### src/rtl/hsc_pkg.sv
`default_nettype none

package hsc_pkg;

    localparam int DATA_MAX   = 57;
    localparam int PARITY_MAX = 6;
    localparam int WORD_W     = 63;
    localparam int SYN_W      = 6;
    localparam int CFG_W      = 6;
    localparam int PAR_W      = 3;

    localparam logic [CFG_W-1:0] CFG_RESET = CFG_W'(DATA_MAX);

    typedef enum logic [0:0] {
        FUNC_ENCODE = 1'b0,
        FUNC_DECODE = 1'b1
    } t_func;

    typedef enum logic [1:0] {
        ST_OK            = 2'd0,
        ST_CORRECTED     = 2'd1,
        ST_UNCORRECTABLE = 2'd2
    } t_status;

    // derived code geometry, refreshed on every register write
    typedef struct packed {
        logic [DATA_MAX-1:0] data_mask;
        logic [WORD_W-1:0]   code_mask;
        logic [SYN_W-1:0]    code_len;
    } t_cfg;

    typedef struct packed {
        logic [WORD_W-1:0] word;
        logic [SYN_W-1:0]  syndrome;
        t_status           status;
    } t_result;

    // bit index of every data bit in the codeword (non power-of-two positions)
    typedef logic [SYN_W-1:0] t_pos_tab [DATA_MAX];

    function automatic t_pos_tab f_data_pos();
        t_pos_tab tab;
        int       j;
        j = 0;
        for (int i = 0; i < DATA_MAX; i++) begin
            tab[i] = '0;
        end
        for (int p = 1; p <= WORD_W; p++) begin
            if ((p & (p - 1)) != 0) begin
                if (j < DATA_MAX) begin
                    tab[j] = SYN_W'(p - 1);
                end
                j++;
            end
        end
        return tab;
    endfunction

    localparam t_pos_tab DATA_POS = f_data_pos();

    // xor of the 1-based positions of all set bits
    function automatic logic [SYN_W-1:0] f_syndrome(input logic [WORD_W-1:0] cw);
        logic [SYN_W-1:0] s;
        s = '0;
        for (int p = 1; p <= WORD_W; p++) begin
            if (cw[p-1]) begin
                s = s ^ SYN_W'(p);
            end
        end
        return s;
    endfunction

    function automatic t_cfg f_cfg(input logic [CFG_W-1:0] value);
        t_cfg        c;
        int          n;
        int          r;
        logic [63:0] one;
        one = 64'd1;
        n   = int'(value);
        if (n < 1) begin
            n = 1;
        end
        if (n > DATA_MAX) begin
            n = DATA_MAX;
        end
        // smallest parity count that covers the data, capped
        r = 0;
        for (int k = 0; k < PARITY_MAX; k++) begin
            if ((1 << r) < n + r + 1) begin
                r++;
            end
        end
        c.data_mask = DATA_MAX'((one << n) - 64'd1);
        c.code_mask = WORD_W'((one << (n + r)) - 64'd1);
        c.code_len  = SYN_W'(n + r);
        return c;
    endfunction

endpackage

`default_nettype wire

### src/rtl/hsc_cfg.sv
`default_nettype none

module hsc_cfg (
    input  wire logic                      i_clk,
    input  wire logic                      i_rst_n,
    input  wire logic                      i_cfg_we,
    input  wire logic [hsc_pkg::CFG_W-1:0] i_cfg_data,
    output hsc_pkg::t_cfg                  o_cfg
);
    import hsc_pkg::*;

    t_cfg r_cfg;
    t_cfg n_cfg;

    // geometry worked out once per write, not per word
    always_comb begin
        n_cfg = r_cfg;
        if (i_cfg_we) begin
            n_cfg = f_cfg(i_cfg_data);
        end
    end

    always_ff @(posedge i_clk) begin
        if (!i_rst_n) begin
            r_cfg <= f_cfg(CFG_RESET);
        end else begin
            r_cfg <= n_cfg;
        end
    end

    assign o_cfg = r_cfg;

endmodule

`default_nettype wire

### src/rtl/hsc_datapath.sv
`default_nettype none

module hsc_datapath (
    input  wire logic                       i_func,
    input  wire logic [hsc_pkg::WORD_W-1:0] i_word,
    input  wire hsc_pkg::t_cfg              i_cfg,
    output hsc_pkg::t_result                o_result
);
    import hsc_pkg::*;

    logic [DATA_MAX-1:0] enc_data;
    logic [WORD_W-1:0]   enc_cw;
    logic [SYN_W-1:0]    enc_syn;
    logic [WORD_W-1:0]   dec_cw;
    logic [SYN_W-1:0]    dec_syn;
    logic                dec_flip;
    logic [WORD_W-1:0]   dec_fixed;
    logic [DATA_MAX-1:0] dec_data;
    t_status             dec_status;

    // encode: scatter data, parity bits from the data-only syndrome
    always_comb begin
        enc_data = i_word[DATA_MAX-1:0] & i_cfg.data_mask;
        enc_cw   = '0;
        for (int j = 0; j < DATA_MAX; j++) begin
            enc_cw[DATA_POS[j]] = enc_data[j];
        end
        enc_syn = f_syndrome(enc_cw);
        for (int i = 0; i < PARITY_MAX; i++) begin
            enc_cw[(1 << i) - 1] = enc_syn[i];
        end
        enc_cw = enc_cw & i_cfg.code_mask;
    end

    // decode: syndrome, single-bit fix, gather
    always_comb begin
        dec_cw     = i_word & i_cfg.code_mask;
        dec_syn    = f_syndrome(dec_cw);
        dec_flip   = 1'b0;
        dec_status = ST_OK;
        if (dec_syn != '0) begin
            if (dec_syn <= i_cfg.code_len) begin
                dec_flip   = 1'b1;
                dec_status = ST_CORRECTED;
            end else begin
                dec_status = ST_UNCORRECTABLE;
            end
        end
        dec_fixed = dec_cw;
        if (dec_flip) begin
            dec_fixed = dec_cw ^ (WORD_W'(1) << (dec_syn - SYN_W'(1)));
        end
        for (int j = 0; j < DATA_MAX; j++) begin
            dec_data[j] = dec_fixed[DATA_POS[j]];
        end
        dec_data = dec_data & i_cfg.data_mask;
    end

    always_comb begin
        if (i_func == FUNC_DECODE) begin
            o_result.word     = WORD_W'(dec_data);
            o_result.syndrome = dec_syn;
            o_result.status   = dec_status;
        end else begin
            o_result.word     = enc_cw;
            o_result.syndrome = '0;
            o_result.status   = ST_OK;
        end
    end

endmodule

`default_nettype wire

### src/rtl/hamming_sec_codec_core.sv
// hamming_sec_codec_core: even-parity hamming single-error-correcting codec
//
// input channel (i_in_valid / o_in_ready) carries one word: i_func selects
// encode or decode, i_word_in holds data bits or a codeword (bit k is
// position k+1). output channel (o_out_valid / i_out_ready) returns the
// codeword or the corrected data bits, the syndrome and a status code.
// i_cfg_we writes the data length; the parity count and code length are
// derived from it on the write. write it only while the codec is empty.
//
// path: an accepted word is registered in the input stage, worked through
// the xor trees and scatter/gather logic, and loaded into the output
// register, from which it is offered to the receiver.
// throughput: one word per cycle while the receiver is ready, set by the
// two-register pipeline.
// when the receiver stalls, the output register holds its word and the input
// register keeps the next one; o_in_ready drops only when both are full and
// the receiver is not ready.
// reset empties the pipeline and sets the data length to 57 bits.

`default_nettype none

module hamming_sec_codec_core (
    input  wire logic                        i_clk,
    input  wire logic                        i_rst_n,
    input  wire logic                        i_cfg_we,
    input  wire logic [hsc_pkg::CFG_W-1:0]   i_cfg_data,
    input  wire logic                        i_in_valid,
    output wire logic                        o_in_ready,
    input  wire logic                        i_func,
    input  wire logic [hsc_pkg::WORD_W-1:0]  i_word_in,
    output wire logic                        o_out_valid,
    input  wire logic                        i_out_ready,
    output wire logic [hsc_pkg::WORD_W-1:0]  o_word_out,
    output wire logic [hsc_pkg::SYN_W-1:0]   o_syndrome_value,
    output wire logic [1:0]                  o_status
);
    import hsc_pkg::*;

    t_cfg cfg;

    // input stage
    logic              r_s1_valid;
    logic              n_s1_valid;
    logic              r_s1_func;
    logic [WORD_W-1:0] r_s1_word;

    // result stage
    logic    r_out_valid;
    logic    n_out_valid;
    t_result r_out;
    t_result result;

    logic out_load;
    logic in_take;

    hsc_cfg u_cfg (
        .i_clk      (i_clk),
        .i_rst_n    (i_rst_n),
        .i_cfg_we   (i_cfg_we),
        .i_cfg_data (i_cfg_data),
        .o_cfg      (cfg)
    );

    hsc_datapath u_datapath (
        .i_func   (r_s1_func),
        .i_word   (r_s1_word),
        .i_cfg    (cfg),
        .o_result (result)
    );

    // output register may take a new word when empty or being drained
    assign out_load   = !r_out_valid || i_out_ready;
    assign o_in_ready = !r_s1_valid || out_load;
    assign in_take    = i_in_valid && o_in_ready;

    always_comb begin
        n_s1_valid  = r_s1_valid;
        n_out_valid = r_out_valid;
        if (out_load) begin
            n_out_valid = r_s1_valid;
        end
        if (o_in_ready) begin
            n_s1_valid = i_in_valid;
        end
    end

    always_ff @(posedge i_clk) begin
        if (!i_rst_n) begin
            r_s1_valid  <= 1'b0;
            r_out_valid <= 1'b0;
        end else begin
            r_s1_valid  <= n_s1_valid;
            r_out_valid <= n_out_valid;
        end
    end

    // payload registers, no reset
    always_ff @(posedge i_clk) begin
        if (in_take) begin
            r_s1_func <= i_func;
            r_s1_word <= i_word_in;
        end
        if (out_load && r_s1_valid) begin
            r_out <= result;
        end
    end

    assign o_out_valid      = r_out_valid;
    assign o_word_out       = r_out.word;
    assign o_syndrome_value = r_out.syndrome;
    assign o_status         = r_out.status;

    // a clean word never carries a syndrome
    a_ok_zero_syn: assert property (@(posedge i_clk) disable iff (!i_rst_n)
        r_out_valid && r_out.status == ST_OK |-> r_out.syndrome == '0)
        else $error("clean word with non-zero syndrome");

    // a correction always points inside the code
    a_corr_in_range: assert property (@(posedge i_clk) disable iff (!i_rst_n)
        r_out_valid && r_out.status == ST_CORRECTED |->
            r_out.syndrome != '0 && r_out.syndrome <= cfg.code_len)
        else $error("correction outside code length");

    // uncorrectable only when the syndrome lies past the code
    a_uncorr_range: assert property (@(posedge i_clk) disable iff (!i_rst_n)
        r_out_valid && r_out.status == ST_UNCORRECTABLE |->
            r_out.syndrome > cfg.code_len)
        else $error("uncorrectable flag with syndrome in range");

    // an empty input stage always takes a word
    a_ready_when_empty: assert property (@(posedge i_clk) disable iff (!i_rst_n)
        !r_s1_valid |-> o_in_ready)
        else $error("input stalled while empty");

    // a word waiting in the input stage moves on as soon as the output drains
    a_advance: assert property (@(posedge i_clk) disable iff (!i_rst_n)
        r_s1_valid && out_load |=> r_out_valid)
        else $error("input stage word lost");

endmodule

`default_nettype wire
### config.mk
export PLATFORM = sky130hd
export DESIGN_NAME = hamming_sec_codec_core
export DESIGN_NICKNAME = d
export VERILOG_FILES = /design/src/rtl/hsc_pkg.sv /design/src/rtl/hsc_cfg.sv /design/src/rtl/hsc_datapath.sv /design/src/rtl/hamming_sec_codec_core.sv
export SDC_FILE = /design/constraint.sdc
export NUM_CORES = 1
export LEC_CHECK = 0
export ABC_AREA = 1
export BUFFER_PORTS_ARGS = -buffer_cell sky130_fd_sc_hd__buf_2
export CAP_MARGIN = 5
export CORE_MARGIN = 5
export CORE_UTILIZATION = 45
export DETAILED_ROUTE_END_ITERATION = 8
export SLEW_MARGIN = 20
export SYNTH_ARGS = -nofsm -noshare
export SYNTH_HDL_FRONTEND = slang
export SYNTH_SLANG_ARGS = --single-unit
### constraint.sdc
create_clock -name i_clk -period 38.6 [get_ports i_clk]
set_clock_uncertainty 0.2 [all_clocks]
set_input_delay 5.79 -clock i_clk [delete_from_list [all_inputs] [get_ports i_clk]]
set_output_delay 5.79 -clock i_clk [all_outputs]
set_load 0.03 [all_outputs]
## Yosys cells after proc, flatten, opt, wreduce, memory -nomap -nowiden

Index checks and enable logic that the tools add are counted.
W data, S select, Z words.

- $add $sub $neg: 20
- Order comparisons: 9
- Shifts and indexed selects: 8
- Mux-type cells: 142
- Bitwise gates (word level): 123
- Reduce and logical (&&, ||, !) cells: 8

Operators by type and width:

| kind | count |
|---|---|
| $mux W32 | 14 |
| $mux W6 | 64 |
| $add A32 B2 Y32 const B | 11 |
| $add A32 B32 Y32 | 6 |
| $lt A32 B32 Y1 | 5 |
| $shl A1 B32 Y32 const A | 5 |
| $mux W5 | 31 |
| $and A63 B63 Y63 | 2 |
| $not A3 Y3 | 40 |
| $not A4 Y4 | 30 |
| $and A57 B57 Y57 | 2 |
| $mux W65 | 1 |
| $mux W63 | 1 |
| $shl A1 B32 Y63 const A | 1 |
| $shl A1 B6 Y63 const A | 1 |
| $sub A63 B1 Y63 const B | 1 |
| $xor A63 B63 Y63 | 1 |
| $mux W4 | 15 |
| $not A5 Y5 | 12 |
| $shl A1 B32 Y57 const A | 1 |
| $sub A57 B1 Y57 const B | 1 |
| $not A2 Y2 | 25 |
| $gt A32 B7 Y1 const B | 1 |
| $lt A2 B32 Y1 const A | 1 |
| 14 further kinds | 38 |

- Register bits after elaboration: 263
- Input port bits: 75
- Output and inout bits: 73

## Longest topological paths before layout

- Depth in word-level cells: 127
- Mapped depth: 107
- Depth with buffers taken out: 106

## Cells and area by module

From an unflattened synthesis, not the netlist that was laid out.

- Cell total of the unflattened synthesis: 3099
- Area total of the unflattened synthesis: 21549.4 sq um

By module, submodules not included:

| module | instances | cells an instance | area each (sq um) | sequential area each (sq um) |
|---|---|---|---|---|
| hsc_cfg | 1 | 1551 | 10013.4 | 2522.4 |
| hsc_datapath | 1 | 1400 | 7387.1 | 0.0 |
| hamming_sec_codec_core | 1 | 148 | 4149.0 | 4093.9 |

## Least setup slack after synthesis

OpenSTA, ideal clock, no wires.

- Path type: input port to flip-flop
- Start: input i_cfg_data[2] (netlist name)
- End: register u_cfg.r_cfg, in the netlist u_cfg.o_cfg[68]
- Library setup time: 128 ps
- Arrival: 19711 ps
- Required time: 38272 ps
- Slack: 18562 ps
- Stages on the path: 92
- Buffers on the path: 1
- Cells stage by stage: buf_2 > nor2_1 > nand3_1 > nand2_1 > nor2_1 > inv_1 > ha_1 > ha_1 > nor2_1 > o21ai_0 > a21oi_1 > nand3_1 > inv_1 > nand2_1 > ha_1 > inv_1 > ha_1 > a21oi_1 > (+56 left out) > nand3_1 > ha_1 > inv_1 > nor2_1 > nand2_1 > nor2_1 > nand2_1 > nor2_4 > nand2_1 > nor2_1 > nand2_1 > nor3b_2 > nand3_1 > nor2_2 > nand2_1 > nor2_1 > xnor2_1 > o21ai_1

- Cells in the longest elaborated chain, start to end: 38
- Elaborated cells between the ends (all ways): 48
- Classes of those cells: add/sub: 18; order compare: 8; shift: 6; mux: 16

Ends and longest elaborated chain:

| what | RTL line | RTL |
|---|---|---|
| start, declared | hamming_sec_codec_core.sv:26 | `input wire logic [hsc_pkg::CFG_W-1:0] i_cfg_data,` |
| $lt A6 B1 Y1 | hsc_pkg.sv:80 | `if (n < 1) begin` |
| $mux W6 * | hsc_pkg.sv:80 |  |
| $mux W32 * | hsc_cfg.sv:18 | `if (i_cfg_we) begin` |
| $gt A32 B7 Y1 | hsc_pkg.sv:83 | `if (n > DATA_MAX) begin` |
| $mux W32 * | hsc_pkg.sv:83 |  |
| $mux W32 * | hsc_cfg.sv:18 |  |
| $add A32 B2 Y32 | hsc_pkg.sv:89 | `if ((1 << r) < n + r + 1) begin` |
| $lt A2 B32 Y1 | hsc_pkg.sv:89 |  |
| (+22 left out) | n/a |  |
| $add A32 B32 Y32 | hsc_pkg.sv:89 |  |
| $add A32 B2 Y32 | hsc_pkg.sv:89 |  |
| $lt A32 B32 Y1 | hsc_pkg.sv:89 |  |
| $mux W32 | hsc_pkg.sv:89 |  |
| $mux W32 | hsc_cfg.sv:18 |  |
| $add A32 B32 Y32 * | hsc_pkg.sv:94 | `c.code_mask = WORD_W'((one << (n + r)) - 64'd1);` |
| $shl A1 B32 Y63 * | hsc_pkg.sv:94 |  |
| $sub A63 B1 Y63 * | hsc_pkg.sv:94 |  |
| end signal, assigned | hsc_cfg.sv:25 | `r_cfg <= f_cfg(CFG_RESET);` |
| end signal, assigned | hsc_cfg.sv:27 | `r_cfg <= n_cfg;` |
| end, declared | hsc_cfg.sv:12 | `t_cfg r_cfg;` |

Mark *: on every way between the ends. The rest lies on a longest branch, timed or not. The select of a mux whose other input is x is not followed.
A chain may end at the register's enable or synchronous reset.

## Worst setup path after layout

- Start: input i_cfg_data[3] (netlist name)
- End: register u_cfg.r_cfg, in the netlist u_cfg.o_cfg[53]

Same word-level chain as after synthesis.

==> results.md <==
* CP max FO at 27
* Vias per cell at 5.49
* Number of synthesized flops with an enable pin at 135
* Min Clock Period, post-route at 22.51 ns
* Post-CTS Setup Inserts at 0
* Hold Fails Final Rpt at 0
* Most frequent cell on the critical path: inv_1
* Core area at 0.0439 sq mm
* Synthesis Warnings at 0
* Register area share after synthesis at 33.4%
* Synth top area share at 20.4%
* Die Wd at 220 microns
* Avg Cell Area, Syn at 7.57 sq um
* H-tree levels at 1
* CTS clk-pin slew, worst paths at 0.06 ns
* Crit. End Element: flip-flop
* Hold Crit Start: u_cfg.o_cfg[3]
* Initial Util at 45.2%
* First-pass GRT wire length at 110 mm
* Most common cell in the netlist: nand2_1
* Layout area overhead at 11.2%
* DRT Pass-1 Iters at 6
* Final GP Congestion at 1.00
* Vias post-DR at 18400
* Fmax at 44.4 MHz
* # setup viols final at 0
* Most used DFF post-synth: edfxtp_1
* Worst hold path class: flip-flop to flip-flop
* Fin Setup TNS at 0 ns
* Fin area at 0.0221 sq mm
* TritonCTS clock tree: yes
* RSZ-0062 raised after global routing: false
* Netlist Area Pre-Place at 0.0198 sq mm
* Mapped Cells at 2620
* GRT Overall Usage at 30.3%
* Filler instances at 4419
* Max Cap Viol at 0
* IO Pins at 148
* Largest net degree at the start of global routing at 103
* Post-CTS Hold Buffers at 0
* # rows at 77
* Final worst path period share at 58.3%
* Die area at 0.0484 sq mm
* Slowest-stage cell, CP: nor2_1
* Synth area leaders: edfxtp_1 (20%), dfxtp_1 (13%), xnor2_1 (10%)
* Layout cells sized above 1 at 11.4%
* CP Launch Type: input port
* DRC violations left at 0
* Worst path max stage delay at 0.63 ns
* Placed Instance Area at 0.0210 sq mm
* Post-DP HPWL at 60.7 mm
* Clk buf depth at 3
* Gr ovfl total at 0
* Chip height at 220 microns
* Worst-Margin Slew at 1.04 ns
* Fin nets at 2888
* Clock root buffer: clkbuf_16
* Worst slew margin at 30.8%
* Final Max Tran Viols at 0
* CP required at 38.89 ns
* Routed length per instance at 22.5 microns
* N_diodes at 0
* Initial antenna violation count at 3
* Clk sink count at 263
* Crit path launch: i_cfg_data[3]
* Vias in the first global route at 17400
* Reg-to-reg startpoint: u_cfg.o_cfg[66]
* Iter 0 DRT Violations at 2079
* Number of port buffers at 147
* Status: complete, no violations
* Distinct cells, synth at 61
* CTS resizes at 0
* WS Path Type: input port to flip-flop
* Async set or reset register ratio after synthesis at 0%
* Arrival @ worst endpoint at 22.81 ns
* Total CTS buffers at 31
* Synth top cells by count: nand2_1 (478), nor2_1 (311), xnor2_1 (229)
* Worst skew pair latency at 0.58 ns
* WL final at 75.2 mm
* Largest area contributor in the netlist: edfxtp_1
* Yosys reg bits at 263
* Remaining antenna violation count at 0
## through the flow
step / hold WS (ns) / utilization [%] / std cells / setup WS, ns
2_1_floorplan: 0.242 / - / 2622 / 18.56
3_3_place_gp: 0.262 / 47.9 / 3290 / 16.13
3_5_place_dp: 0.276 / 47.9 / 3290 / 15.64
4_1_cts: 0.289 / 50.2 / 3346 / 16.21
5_1_grt: 0.328 / 50.2 / 3346 / 14.38
6_report: 0.296 / 50.2 / 3346 / 16.09
## critical path: cells and delay by family
kind                     cells  cell delay (ns)
AO/OA/AOI/OAI               17             3.07
XOR/XNOR                     4             1.08
adder cells (fa/ha/maj)     17             5.14
buffers and inverters       18             2.61
AND/OR/NAND/NOR             34             5.09
## final cells by class
type                    count  area [sq um]  area share, %
well taps                 592           741           3.36
clock buffers              41           878           3.98
inverters                 255           976           4.42
repair buffers            157           811           3.67
clock inverters            15           151          0.686
multi-input cells        2023         11900           53.9
flip-flops and latches    263          6620           30.0
## flip-flops by register name, indices dropped and copies added (netlist names)
signal	count
o_syndrome_value	6
o_status	2
r_s1_word	63
u_cfg.o_cfg	126
o_word_out	63
o_out_valid	1
r_s1_func	1
r_s1_valid	1
## cells by family after synthesis
family / count (synthesis) / share of synthesized area (%)
buffers and inverters: 336 / 6.81
xor gates and xnor gates: 422 / 18.7
and+or+nand+nor: 1138 / 25.6
adders and majority gates: 82 / 5.36
other: 2 / 0.0379
DFF: 263 / 33.4
AOI/OAI and AO/OA: 377 / 10.1
## placed cells by master (no fill, tap or decap), types with 124 or more instances in the layout
cell type	netlist	layout
xnor2_1	229	229
inv_1	224	221
xor2_1	190	190
a21oi_1	179	178
edfxtp_1	135	135
buf_2	11	147
dfxtp_1	128	128
nand3_1	162	162
o21ai_0	124	124
nor2_1	311	311
nand2_1	478	478
## final timing paths
path | end | slack, ns | cells after the start
worst max-delay path | u_cfg.o_cfg[53] | 16.09 | 90
worst min-delay path | u_cfg.o_cfg[3] | 0.30 | 2
worst max register to register | o_word_out[46] | 33.08 | 18
worst min register to register | u_cfg.o_cfg[3] | 0.30 | 2
## layer usage
metal	global-route usage, %	wire length, microns	up-vias
li1	-	-	8798
met1	42.1	32400	8619
met2	46.9	32600	787
met3	3.86	5570	170
met4	14.5	4540	6
met5	0	34	-
Power is not shown: default switching activity piles up to over one toggle a cycle in this logic, so the estimate is an artifact.
